$ cat src/hw/rtl/msk_ram.sv
// Generic single-write, single-read synchronous RAM with registered read data.
// Stand-alone; used by min_tracking_stack for the entry and minimum stores.
`default_nettype none

module msk_ram #(
  parameter int WIDTH = 32,
  parameter int DEPTH = 128
) (
  input  wire logic                     clk,
  input  wire logic                     we,
  input  wire logic [$clog2(DEPTH)-1:0] waddr,
  input  wire logic [WIDTH-1:0]         wdata,
  input  wire logic [$clog2(DEPTH)-1:0] raddr,
  output logic      [WIDTH-1:0]         rdata
);

  logic [WIDTH-1:0] mem [DEPTH];

  always_ff @(posedge clk) begin
    if (we) begin
      mem[waddr] <= wdata;
    end
  end

  always_ff @(posedge clk) begin
    rdata <= mem[raddr];
  end

endmodule

`default_nettype wire

$ cat config.mk
export PLATFORM = sky130hd
export DESIGN_NAME = msk_ram
export DESIGN_NICKNAME = d
export VERILOG_FILES = /design/src/hw/rtl/msk_ram.sv
export SDC_FILE = /design/constraint.sdc
export NUM_CORES = 2
export LEC_CHECK = 0
export BUFFER_PORTS_ARGS = -buffer_cell sky130_fd_sc_hd__buf_4
export CORE_UTILIZATION = 50
export DETAILED_ROUTE_END_ITERATION = 8
export HOLD_SLACK_MARGIN = 0.06
export PLACE_DENSITY_LB_ADDON = 0.3
export RECOVER_POWER = 50
export SYNTH_ARGS = -nofsm -noshare
export SYNTH_HDL_FRONTEND = slang
export SYNTH_SLANG_ARGS = --single-unit
$ cat constraint.sdc
create_clock -name clk -period 6.9 [get_ports clk]
set_clock_uncertainty 0.1 [all_clocks]
set_input_delay 0.345 -clock clk [delete_from_list [all_inputs] [get_ports clk]]
set_output_delay 0.345 -clock clk [all_outputs]
set_load 0.01 [all_outputs]
# Yosys cells after proc, flatten, opt, wreduce, memory -nomap -nowiden
# Memories as Yosys holds them, arrays and structs flattened. A register that Yosys moved wholly into a read port is not among the register bits.
# Index checks and enable logic that the tools add are counted.
op_classes:
  muxes: 2
ops:
  columns: ["op", "count"]
  rows:
  - ["two-way mux 1 bit", 2]
totals:
  inputBits: 48
  memories: 1
  ff_bits: 0
  ram_bits: 4096
  out_inout_bits: 32
  wordCells: 3
memory_table:
  columns: ["memory", "depth", "word_bits", "read_ports", "rd_clocked_by_memory_dff", "wr", "line", "rtl"]
  rows:
  - ["mem", 128, 32, 1, 1, 1, "17", "logic [WIDTH-1:0] mem [DEPTH];"]

# Longest topological paths before layout
depth:
  word_depth: 2
  ltp_mapped: 8
  depth_no_buf: 4

# Worst setup path after synthesis
# OpenSTA, ideal clock, no wires.
synth_timing:
  path_type: "input-to-reg"
  from: "input we"
  to: "memory mem[98][0], enable pin"
  arrival_ps: 3123
  path_buffers: 1
  path_slack_ps: 3216
  t_required_ps: 6339
  stages: 3
  cell_sequence: "clkbuf_1 nand4_1 nor3_1"
synth_via:
  elab_chain_len: 2
synth_lines:
  columns: ["element", "line", "rtl"]
  rows:
  - ["start: declaration", "10", "input wire logic we,"]
  - ["two-way mux 1 bit", "20", "if (we) begin"]
  - ["two-way mux 1 bit (not written as such)", "21", "mem[waddr] <= wdata;"]
  - ["end: declaration", "17", null]
# Every way passes these cells.

# Final worst setup path
layout_timing:
  from: "input wdata[6]"
  to: "memory mem[70][6], data pin"
layout_lines:
  columns: ["element", "line", "rtl"]
  rows:
  - ["start: declaration", "12", "input wire logic [WIDTH-1:0] wdata,"]
# Straight into the memory's write port.

==> metrics.cfg <==
[critical_path]
worstSetupPathType = input pin to flip-flop
required_ns = 7.21
timing.rr.start = mem[124][0]$_DFFE_PP_
crit_buf_inv = 3
crit_chain = dlygate4sd3_1, clkbuf_1, clkbuf_2
cp_slowest_stage_delay_ns = 1.93
cp_slowest_cell = clkbuf_1
crit_start = wdata[6]
worst_setup_path_start_kind = input pin
crit_fanout = 82
cp.arrival_ns = 4.64
path_delay_family = buffers and inverters
cp-end-kind = flip-flop
reg2reg_setup_slack_ns = 4.16

[timing]
fmax_mhz = 231
period_share = 0.627
setup_violations = 0
slew_violations = 1901
fin_crit_ns = 4.33
hold_viol = 0
fin_setup_tns_ns = 0
worst_pin_slew_ns = 3.62
max_slew_margin = -1.42
rsz0062_at_grt = no

[layout]
layout_common_cells = 4096 x edfxtp_1, 1344 x mux4_2, 412 x clkbuf_16
area_growth_pct = 13.3
drive_gt1_frac = 0.345
final_nets = 6474
mostFrequentLayoutCell = edfxtp_1

[floorplan]
initial_core_util = 0.504
dieHeight_um = 561
die_w_um = 561
fp.coreArea_um2 = 310000
num_rows = 204
dieArea_um2 = 315000
pin_count = 80

[synthesis]
synth_seq_cells = 4128
syn_area_um2 = 156000
synth.distinct_cells = 17
synth.avg_cell_area_um2 = 26.1
synth-seq-area-share = 0.791
synthCells = 5990
ys_warn_count = 0
synth_nets = 6038

[pwr]
finalPower_w = 0.0521
total_leakage_power_nw = 53.9
p_per_area_nw_per_um2 = 295
ir_drop_mv = 0.210

[routing]
wl_um = 404000
num_vias = 70900
dr.pass1.iters = 6
drt_iter0_markers = 10700
ant_nets = 0
avgViaCountPerCell = 6.50
wl_per_cell_um = 37.0
drc = 0

[grt]
antenna_found_initial = 68
track_usage = 0.258
grt_pass1_wl_um = 560000
grt_max_degree = 112
grt_pass1_vias = 70900
grt_overflow = 0

[run_status]
violations = max-capacitance violations, max-slew violations
status = finished with violations

[placed_design]
place_congestion = 0.813
dp_hpwl_um = 218000
portBuffers = 79

[job]
maxCapViolCount = 33

[worst_hold_path]
hp-class = input pin to flip-flop
hp-start = raddr[3]

[cts]
ctsResizeCount = 0
cts_setup_buffers = 0
cts_buffers = 404
cts_tree = done
cts_sinks = 4128
ctsHoldBuffers = 38
path_clk_slew_ns = 0.06
insertion_delay_ns = 0.92
root_buffer = clkbuf_16
clock_path_buffers = 4
htreeDepth = 5

==> power breakdown <==
group	switching, W	internal [W]	leakage (nW)	total, W
combinational	0.00161	0.00102	10.5	0.00263
sequential	0.000176	0.0277	37.1	0.0279
clock	0.00916	0.0125	6.31	0.0216
total	0.0110	0.0412	53.9	0.0521
==> area by class of cell <==
cell class,count,area [um2]
tap,4120,5150
multi-input combinational,1546,32300
clock inverter,210,2070
antenna,55,138
sequential,4128,124000
timing repair buffer,346,2940
fill,21500,133000
clock buffer,514,10800
==> worst register-to-register path, stage by stage, from the launching register on <==
cell      delay, ns
edfxtp_1       0.40
mux4_2         0.47
mux4_2         0.61
mux4_2         0.73
mux2_2         0.34
==> Yosys cell counts <==
cell / n / area (um2)
mux4_2: 1344 / 30300
edfxtp_1: 4096 / 123000
nand3_1: 12 / 60.1
nor2_1: 122 / 458
dfxtp_1: 32 / 641
buf_1: 50 / 188
nor3_1: 9 / 45.0
buf_6: 2 / 22.5
buf_2: 79 / 395
nand2_1: 14 / 52.6
nand2b_1: 2 / 12.5
nor2b_1: 7 / 43.8
buf_4: 3 / 22.5
mux2_2: 32 / 360
nand4_1: 3 / 18.8
clkbuf_1: 182 / 683
or3_1: 1 / 6.26
==> cells by family after synthesis <==
family        after synthesis  synth area share
simple gates              170           0.00446
flops                    4128             0.791
buf+inv                   316           0.00839
mux                      1376             0.196
==> final timing paths <==
check                                            end  depth (start not counted)
worst max-delay path            mem[70][6]$_DFFE_PP_                          3
worst min-delay path               rdata[15]$_DFF_P_                          3
worst max register to register      rdata[0]$_DFF_P_                          4
worst min register to register     rdata[18]$_DFF_P_                          4
==> flip-flops by register name, indices dropped and copies added, names as in the netlist <==
signal  cells
mem      4096
rdata      32
==> stage by stage <==
stage	worst slack, ns	hold slack [ns]	util	instance area, um2	instances
detailed placement	2.59	0.632	0.529	164000	10100
global placement	2.61	0.603	0.529	164000	10100
global route	2.48	0.154	0.571	177000	10900
floorplan	3.22	0.344	-	156000	5990
CTS	3.55	0.115	0.572	177000	10900
finish	2.57	0.146	0.571	177000	10900
==> metal layers <==
metal  vias up  track usage  share of wire
met4        22       0.0950          0.038
met2      4069        0.405           0.48
li1      27300            -              -
met3       594       0.0654           0.11
met5         -            0        0.00037
met1     38900        0.354           0.37
Power figures use the tool's default switching activity.
